$ cat src/rtl/core/twodom_pkg.sv
`timescale 1ns / 1ps
// ----------------------------------------------------------------------------
// twodom_pkg
// Shared types, constants and saturation helpers of the tracking wheel
// odometry core.
// ----------------------------------------------------------------------------
package twodom_pkg;

   localparam int unsigned CORDIC_STEPS_DEF = 24;
   localparam int unsigned CNT_W            = 5;

   typedef enum logic [2:0] {
      SH_0,
      SH_1,
      SH_8,
      SH_24,
      SH_29,
      SH_30
   } shift_type;

   typedef enum logic {
      OP_MUL,
      OP_DIV
   } md_op_type;

   typedef struct packed {
      logic              start;
      md_op_type         op;
      shift_type         sh;
      logic signed [63:0] a;
      logic signed [63:0] b;
   } md_req_type;

   typedef struct packed {
      logic              done;
      logic signed [63:0] res;
   } md_rsp_type;

   typedef struct packed {
      logic              done;
      logic signed [33:0] sin;
      logic signed [33:0] cos;
   } cd_rsp_type;

   localparam logic [2:0] REG_WHEEL_SCALE    = 3'd0;
   localparam logic [2:0] REG_TRACKING_SCALE = 3'd1;
   localparam logic [2:0] REG_BASE_WIDTH     = 3'd2;
   localparam logic [2:0] REG_TRACKING_OFS   = 3'd3;
   localparam logic [2:0] REG_START_X        = 3'd4;
   localparam logic [2:0] REG_START_Y        = 3'd5;
   localparam logic [2:0] REG_START_ANGLE    = 3'd6;

   localparam logic signed [63:0] S64_MAX = 64'sh7FFF_FFFF_FFFF_FFFF;

   localparam logic signed [39:0] Q30_PI      = 40'sd3373259426;
   localparam logic signed [39:0] Q30_HALF_PI = 40'sd1686629713;
   localparam logic signed [39:0] Q30_TWO_PI  = 40'sd6746518852;
   localparam logic signed [33:0] Q30_GAIN    = 34'sd652032874;

   localparam logic [31:0] ATAN_Q30 [32] = '{
      32'd843314857, 32'd497837829, 32'd263043837, 32'd133525159,
      32'd67021687, 32'd33543516, 32'd16775851, 32'd8388437,
      32'd4194283, 32'd2097149, 32'd1048576, 32'd524288,
      32'd262144, 32'd131072, 32'd65536, 32'd32768,
      32'd16384, 32'd8192, 32'd4096, 32'd2048,
      32'd1024, 32'd512, 32'd256, 32'd128,
      32'd64, 32'd32, 32'd16, 32'd8,
      32'd4, 32'd2, 32'd1, 32'd0
   };

   function automatic logic [63:0] mag64(input logic signed [63:0] v);
      return v[63] ? 64'(-v) : 64'(v);
   endfunction

   // symmetric saturation at +-(2^63-1)
   function automatic logic signed [63:0] sat_add(input logic signed [63:0] a,
                                                   input logic signed [63:0] b);
      logic [64:0] s;
      s = {a[63], a} + {b[63], b};
      if (s[64:63] == 2'b01) begin
         return S64_MAX;
      end else if (s[64:63] == 2'b10) begin
         return -S64_MAX;
      end else if (s[63:0] == 64'h8000_0000_0000_0000) begin
         return -S64_MAX;
      end else begin
         return s[63:0];
      end
   endfunction

   function automatic logic signed [31:0] sat32(input logic signed [65:0] v);
      if (v > 66'sd2147483647) begin
         return 32'sh7FFF_FFFF;
      end else if (v < -66'sd2147483648) begin
         return 32'sh8000_0000;
      end else begin
         return v[31:0];
      end
   endfunction

endpackage

$ cat src/rtl/core/twodom_cordic.sv
`timescale 1ns / 1ps
// ----------------------------------------------------------------------------
// twodom_cordic
// Sine and cosine in Q4.30 from a Q.25 angle: range reduction by 2pi steps,
// fold into [-pi/2, pi/2], then one rotation step per cycle.
// ----------------------------------------------------------------------------
module twodom_cordic
   import twodom_pkg::*;
#(
   parameter int unsigned CORDIC_STEPS = CORDIC_STEPS_DEF
) (
   input  logic               clock,
   input  logic               reset,
   input  logic               start,
   input  logic signed [32:0] angle,
   output cd_rsp_type         rsp
);

   localparam logic [CNT_W-1:0] LAST = CNT_W'(CORDIC_STEPS - 1);

   typedef enum logic [2:0] {
      C_IDLE = 3'b001,
      C_RED  = 3'b010,
      C_ITER = 3'b100
   } cstate_type;

   cstate_type         state_ff, state_in;
   logic signed [39:0] r_ff, r_in;
   logic signed [33:0] x_ff, x_in;
   logic signed [33:0] y_ff, y_in;
   logic signed [33:0] z_ff, z_in;
   logic               neg_ff, neg_in;
   logic [CNT_W-1:0]   cnt_ff, cnt_in;
   logic               done_ff, done_in;

   logic signed [33:0] dx, dy, at;

   always_comb begin
      dx = y_ff >>> cnt_ff;
      dy = x_ff >>> cnt_ff;
      at = $signed({2'b0, ATAN_Q30[cnt_ff]});

      state_in = state_ff;
      r_in     = r_ff;
      x_in     = x_ff;
      y_in     = y_ff;
      z_in     = z_ff;
      neg_in   = neg_ff;
      cnt_in   = cnt_ff;
      done_in  = 1'b0;

      unique case (state_ff)
         C_IDLE: begin
            if (start) begin
               r_in     = {{2{angle[32]}}, angle, 5'b0};
               state_in = C_RED;
            end
         end
         C_RED: begin
            priority if (r_ff > Q30_PI) begin
               r_in = r_ff - Q30_TWO_PI;
            end else if (r_ff < -Q30_PI) begin
               r_in = r_ff + Q30_TWO_PI;
            end else begin
               priority if (r_ff > Q30_HALF_PI) begin
                  z_in   = 34'(Q30_PI - r_ff);
                  neg_in = 1'b1;
               end else if (r_ff < -Q30_HALF_PI) begin
                  z_in   = 34'(-Q30_PI - r_ff);
                  neg_in = 1'b1;
               end else begin
                  z_in   = 34'(r_ff);
                  neg_in = 1'b0;
               end
               x_in     = Q30_GAIN;
               y_in     = '0;
               cnt_in   = '0;
               state_in = C_ITER;
            end
         end
         C_ITER: begin
            if (!z_ff[33]) begin
               x_in = x_ff - dx;
               y_in = y_ff + dy;
               z_in = z_ff - at;
            end else begin
               x_in = x_ff + dx;
               y_in = y_ff - dy;
               z_in = z_ff + at;
            end
            cnt_in = cnt_ff + 1'b1;
            if (cnt_ff == LAST) begin
               done_in  = 1'b1;
               state_in = C_IDLE;
            end
         end
         default: begin
            state_in = C_IDLE;
         end
      endcase
   end

   always_ff @(posedge clock) begin
      if (reset) begin
         state_ff <= C_IDLE;
         done_ff  <= 1'b0;
      end else begin
         state_ff <= state_in;
         done_ff  <= done_in;
      end
      r_ff   <= r_in;
      x_ff   <= x_in;
      y_ff   <= y_in;
      z_ff   <= z_in;
      neg_ff <= neg_in;
      cnt_ff <= cnt_in;
   end

   assign rsp.done = done_ff;
   assign rsp.sin  = y_ff;
   assign rsp.cos  = neg_ff ? -x_ff : x_ff;

endmodule
$ cat config.mk
export PLATFORM = sky130hd
export DESIGN_NAME = twodom_cordic
export DESIGN_NICKNAME = d
export VERILOG_FILES = /design/src/rtl/core/twodom_pkg.sv /design/src/rtl/core/twodom_cordic.sv
export SDC_FILE = /design/constraint.sdc
export NUM_CORES = 1
export LEC_CHECK = 0
export ABC_AREA = 0
export BUFFER_PORTS_ARGS = -buffer_cell sky130_fd_sc_hd__buf_2
export CAP_MARGIN = 0
export CORE_ASPECT_RATIO = 0.5
export CORE_MARGIN = 5
export CORE_UTILIZATION = 38
export CTS_CLUSTER_SIZE = 20
export DETAILED_ROUTE_END_ITERATION = 16
export HOLD_SLACK_MARGIN = 0.1
export PLACE_DENSITY = 0.54
export RECOVER_POWER = 50
export SYNTH_ARGS = -nofsm -noshare
export SYNTH_HDL_FRONTEND = slang
export SYNTH_SLANG_ARGS = --single-unit
$ cat constraint.sdc
create_clock -name clock -period 10 [get_ports clock]
set_input_delay 1 -clock clock [delete_from_list [all_inputs] [get_ports clock]]
set_output_delay 1 -clock clock [all_outputs]
set_load 0.01 [all_outputs]
=== Word level (Yosys, flattened, before mapping) ===
Memory sizes are Yosys's and may differ from the RTL's.
Cells that the tools add are included.

* Bits in read-only memories: 1024
* Word-level logic and storage cells: 79
* Register bits: 152
* Memories kept: 1

{| class="wikitable"
|+ Memory list
! name !! depth !! bits a word !! rd ports !! clocked after memory_dff !! wr ports !! line !! source
|-
| (no name shown) || 32 || 32 || 1 || 0 || 0 || twodom_cordic.sv:41 || <nowiki>at = $signed({2'b0, ATAN_Q30[cnt_ff]});</nowiki>
|}

* Reductions and logical operators: 7
* Equal/unequal tests: 9
* Shift-type cells: 2
* Bitwise operators: 4
* Magnitude comparators: 5
* Muxes and demuxes: 31
* $add $sub $neg: 12

{| class="wikitable"
|+ Operators by type and width
! operator !! number
|-
| $mux 34 || 12
|-
| $pmux 34 s2 || 3
|-
| $mux 40 || 3
|-
| $pmux 40 s2 || 1
|-
| $add 34x34->34 || 2
|-
| $sshr 34x5->34 || 2
|-
| $sub 33x34->34 const A || 2
|-
| $sub 34x34->34 || 2
|-
| $mux 32 || 2
|-
| $add 40x34->40 const B || 1
|-
| $gt 40x32->1 const B || 1
|-
| $gt 40x33->1 const B || 1
|-
| $lt 40x32->1 const B || 1
|-
| $lt 40x33->1 const B || 1
|-
| $sub 40x34->40 const B || 1
|-
| $add 34x33->34 || 1
|-
| $neg 34->34 || 1
|-
| $sub 34x33->34 || 1
|-
| $mux 3 || 4
|-
| $mux 5 || 2
|-
| $pmux 5 s2 || 1
|-
| $pmux 3 s3 || 1
|-
| $reduce_and 3->1 || 3
|-
| $ne 2x2->1 const B || 4
|-
| 13 further kinds || 17
|}

=== Longest topological paths before layout ===
* Depth after elaboration: 7
* Gate-level depth with buffers: 30
* Mapped depth without buffers: 25

=== Worst setup path after synthesis ===
OpenSTA, ideal clock, no wires.

* Path kind: register to register
* From: reg r_ff[11]
* To: reg cnt_ff[0] (enable)
* Setup slack: -0.144 ns
* Setup time: 0.721 ns
* Data required time: 9.279 ns
* Cell stages (with the launch flop): 10
* Clock period less this slack: 10.144 ns
* Arrival time: 9.423 ns
* Path buffers: 2
* Cell sequence: edfxtp_1 > clkbuf_1 > clkbuf_1 > o31ai_1 > nand2_1 > a31oi_1 > o21a_1 > o21ai_0 > a31oi_1 > o21ai_0

* Word-level cells in the longest chain between the ends: 3
* Elaborated cells on any way between the ends: 5
* Classes of those cells: order compare: 2; eq/ne: 2; reduce/logical: 1

{| class="wikitable"
|+ Ends and longest elaborated chain
! element !! line !! source
|-
| start: declaration || twodom_cordic.sv:28 || <nowiki>logic signed [39:0] r_ff, r_in;</nowiki>
|-
| start signal: assignment || twodom_cordic.sv:111 || <nowiki>r_ff <= r_in;</nowiki>
|-
| $lt 40x33->1 / $gt 40x33->1 (equally long branches) || twodom_cordic.sv:62, twodom_cordic.sv:60 ||
|-
| $ne 2x2->1 (no source line) || -- ||
|-
| $reduce_and 3->1 (no source line) (*) || -- ||
|-
| end signal: assignment || twodom_cordic.sv:116 || <nowiki>cnt_ff <= cnt_in;</nowiki>
|-
| end: declaration || twodom_cordic.sv:33 || <nowiki>logic [CNT_W-1:0] cnt_ff, cnt_in;</nowiki>
|}

Mark *: on every way between the ends. The rest lies on a longest branch, timed or not.
A chain may end at the register's enable or synchronous reset.

=== Worst setup path after layout ===
* From: reg r_ff[29]
* To: reg r_ff[30] (data pin)

* Word-level cells in the longest chain between the ends: 4
* Elaborated cells on any way between the ends: 6
* Classes of those cells: add/sub: 2; order compare: 1; mux: 3

{| class="wikitable"
|+ Ends and longest elaborated chain
! element !! line !! source
|-
| $add 40x34->40 || twodom_cordic.sv:63 || <nowiki>r_in = r_ff + Q30_TWO_PI;</nowiki>
|-
| $mux 40 || twodom_cordic.sv:62 || <nowiki>end else if (r_ff < -Q30_PI) begin</nowiki>
|-
| $mux 40 (*) || twodom_cordic.sv:60 || <nowiki>priority if (r_ff > Q30_PI) begin</nowiki>
|-
| $pmux 40 s2 (*) || twodom_cordic.sv:52 || <nowiki>unique case (state_ff)</nowiki>
|-
| net r_in[30] || twodom_cordic.sv:28 ||
|}

Mark *: on every way through the listed nets, which the timed path passes. The rest lies on a longest branch. The select of a mux whose other input is x is not followed.

==> run summary <==
Outcome
* outcome: complete, but fails checks
* violations in the final reports: max-capacitance violations, max-slew violations

Power
* standby leakage power: 8.75 nW
* total design power: 1.86 mW
* highest ir drop seen on vdd: 114 uV
* Pwr Density: 81.1 nW/um^2

CTS
* Skew-Pair Late Insertion Delay: 0.48 ns
* root buf cell: sky130_fd_sc_hd__clkbuf_16
* count of buffers added by post-CTS timing repair for setup: 0
* number of hold buffers added after cts: 0
* total clock buffers created by CTS: 17
* post-CTS clock slew at the launch and capture registers of the worst setup and hold paths: 0.08 ns
* clock tree from TritonCTS: yes
* H-tree depth: 4
* total of cells resized after clock tree synthesis: 0
* Sink Count: 150
* Longest Clk Path Bufs: 2

Place
* worst setup timing slack at the placement stage: 2.83 ns
* Cells after DPL: 3342
* IO Port Bufs: 104
* dpl hpwl: 51800 um
* Final GP Congestion: 0.951
* Placed Instance Area: 22400 sq um

Hold path
* cell depth of the worst hold path: 3
* Hold Crit Start: state_ff[0]$_SDFFE_PP1P_
* worst-case hold path end point: state_ff[0]$_SDFFE_PP1P_
* class of the tightest hold or removal check: reg2reg

Final layout
* share of cells above drive strength 1: 10.0%
* core utilization of the finished layout: 41.1%
* FILL cells: 5757
* multi-input logic area: 15900 sq um
* count of nets after finishing: 2777
* most used cells in the layout excluding fill and tap cells: 260 x sky130_fd_sc_hd__nand2_1, 255 x sky130_fd_sc_hd__a21oi_1, 241 x sky130_fd_sc_hd__nor2_1
* final standard cell count with taps included and fillers excluded: 3374
* Non-Filler Cell Area, Final: 22900 sq um
* layout overhead on the synthesized area: 6.66%
* storage element area: 4460 sq um
* most frequent standard cell in the layout excluding fill and tap cells: sky130_fd_sc_hd__nand2_1
* diode insertion count for antenna repair: 0

Timing
* final cycle utilization of the critical path: 84.1%
* hold violation count in the final report: 0
* crit path setup slack, layout: 1.59 ns
* headroom to the max-slew limit: -141%
* actual transition at the worst max-transition pin: 3.58 ns
* Max Transition Viols Final: 338
* setup-violating endpoint count in the final report: 0
* sum of negative setup slack: 0 ns
* unrepaired setup endpoints after global routing: no
* maximum clock rate: 119 MHz
* Max Clock Skew: 0.0235 ns
* hold slack final: 0.644 ns
* Final min period: 8.41 ns

Synthesis
* flip-flop and latch count after synthesis: 150
* synthesized area divided by synthesized cell count: 8.17 sq um
* Synth Net Count: 2804
* Mapped Cells: 2632
* most frequently used flop master after synthesis: sky130_fd_sc_hd__edfxtp_1
* sequential cell area fraction in the yosys report: 20.8%
* netlist area before placement: 21500 sq um
* number of enable flip-flop cells after synthesis: 146
* async set-or-reset flop fraction in the synthesized netlist: 0%
* synthesis warning total: 0
* Unique masters post-synth: 99

Drt
* met1 wire length: 32500 um
* metal3 WL: 4670 um
* post-detailed-routing wire length: 69900 um
* Max Used Layer: met4
* Detail Route Antenna Nets: 0
* vias after detailed routing: 19984
* routed length on met2: 31100 um
* Avg Vias per Cell: 5.92
* First-pass DRT Iterations: 6
* initial drt markers: 2032
* number of design rule violations left after detail routing: 0
* detailed-route wire length per cell: 20.7 um

Setup path
* depth of the worst register-to-register path: 19
* nature of the critical path startpoint: flip-flop
* endpoint required time on the critical path: 10.11 ns
* largest driver fanout on the critical path: 39
* origin of the critical flop-to-flop path: r_ff[29]$_DFFE_PP_
* CP Data Arrival Time: 8.52 ns
* reg-to-reg slack, setup: 1.59 ns
* r2r endpoint: r_ff[30]$_DFFE_PP_
* category of the most critical setup path: reg2reg
* Worst Setup End Kind: flip-flop

Die
* total die area: 61700 sq um
* core region area: 55800 sq um
* die height: 178 um
* I/O pin count: 105
* Die Wd: 346 um
* row cnt: 61
* initial cell density of the core: 38.5%

Global route
* overflow left after global routing: 0
* GRT Resource Usage Total: 22.1%
* global-route wire length before repair: 109000 um
* largest net degree at the start of global routing: 73
* number of global-route vias before repair: 18997
* number of antenna violations at the first check in global routing: 0

Job
* max-capacitance violation count: 9

critical path, cell delays in order, from the launching register on:
cell and delay (ns):
sky130_fd_sc_hd__edfxtp_1 0.67, sky130_fd_sc_hd__or4_1 0.64, sky130_fd_sc_hd__nor3_1 0.27, sky130_fd_sc_hd__nand2_1 0.10
sky130_fd_sc_hd__o21a_1 0.32, sky130_fd_sc_hd__nor2_4 0.19, sky130_fd_sc_hd__clkbuf_1 1.54, sky130_fd_sc_hd__inv_1 1.01
sky130_fd_sc_hd__ha_1 0.64, sky130_fd_sc_hd__a211oi_1 0.35, sky130_fd_sc_hd__nor4_1 0.10, sky130_fd_sc_hd__nand3_1 0.12
sky130_fd_sc_hd__o41ai_1 0.12, sky130_fd_sc_hd__nor3_1 0.40, sky130_fd_sc_hd__o21ai_1 0.19, sky130_fd_sc_hd__a221o_1 0.40
sky130_fd_sc_hd__a311oi_1 0.49, sky130_fd_sc_hd__a21oi_1 0.21, sky130_fd_sc_hd__xnor2_1 0.19, sky130_fd_sc_hd__o21ai_0 0.09
cells in the mapped netlist (22+ instances only):
master                     count  area (sq um)
sky130_fd_sc_hd__buf_1        23          86.3
sky130_fd_sc_hd__nor2_1      242           908
sky130_fd_sc_hd__o22ai_1      22           138
sky130_fd_sc_hd__and2_1       26           163
sky130_fd_sc_hd__ha_1        133          1660
sky130_fd_sc_hd__a21oi_1     255          1280
sky130_fd_sc_hd__a31oi_1      50           313
sky130_fd_sc_hd__o21ai_0     185           926
sky130_fd_sc_hd__o31ai_1      27           203
sky130_fd_sc_hd__nand2b_1     34           213
sky130_fd_sc_hd__edfxtp_1    146          4380
sky130_fd_sc_hd__mux2i_1      46           460
sky130_fd_sc_hd__nor2b_1      22           138
sky130_fd_sc_hd__a21o_1       71           533
sky130_fd_sc_hd__inv_1        76           285
sky130_fd_sc_hd__xor2_1      103           902
sky130_fd_sc_hd__nor3_1       51           255
sky130_fd_sc_hd__mux2_2       34           383
sky130_fd_sc_hd__a211oi_1     26           195
sky130_fd_sc_hd__mux4_2       71          1600
sky130_fd_sc_hd__o21a_1       23           173
sky130_fd_sc_hd__clkbuf_1    121           454
sky130_fd_sc_hd__nand2_1     260           976
sky130_fd_sc_hd__nand3_1      46           230
sky130_fd_sc_hd__and3_1       29           181
sky130_fd_sc_hd__xnor2_1     182          1590
how the worst max path moves through the flow:
stage / start / to / depth (start not counted)
3_5_place_dp: cnt_ff[1]$_SDFFCE_PN0P_ / x_ff[31]$_SDFFCE_PN0P_ / 25
3_3_place_gp: cnt_ff[1]$_SDFFCE_PN0P_ / x_ff[31]$_SDFFCE_PN0P_ / 25
2_1_floorplan: r_ff[11]$_DFFE_PP_ / cnt_ff[0]$_SDFFCE_PN0P_ / 9
5_1_grt: r_ff[29]$_DFFE_PP_ / r_ff[30]$_DFFE_PP_ / 19
4_1_cts: cnt_ff[1]$_SDFFCE_PN0P_ / x_ff[31]$_SDFFCE_PN0P_ / 25
6_report: r_ff[29]$_DFFE_PP_ / r_ff[30]$_DFFE_PP_ / 19
state kept, by name, summed over array words and instances, names as in the netlist:
name and flops:
state_ff 3, neg_ff 1, cnt_ff 5, y_ff 34, x_ff 34, z_ff 34, done_ff 1, r_ff 38
logic make-up after synthesis:
group           Yosys count  synth area share [%]
fa+ha+maj               139                  8.17
simple gates            813                  17.9
buf+inv                 261                  5.14
mux                     160                  12.4
xor+xnor                285                  11.6
flops                   150                  20.8
compound gates          824                  24.0
layer usage:
| metal | up-vias | GRT usage (%) |
|---|---|---|
| li1 | 9703 | - |
| met1 | 9499 | 30.0 |
| met2 | 667 | 35.8 |
| met3 | 115 | 4.52 |
| met4 | 0 | 6.05 |
| met5 | - | 0 |
where the power goes:
group | switching, mW | internal (mW) | total [mW]
sequential | 0.0464 | 0.711 | 0.757
clock | 0.342 | 0.379 | 0.721
combinational | 0.224 | 0.157 | 0.380
layout make-up:
type | instances | share of cell area, %
clock buffers | 17 | 1.86
multi-input cells | 2221 | 69.5
repair buffers | 133 | 2.87
inverters | 82 | 1.34
well taps | 756 | 4.13
flip-flops and latches | 150 | 19.5
clock inverters | 15 | 0.819
Note: power is estimated with default switching activity, not from simulation.
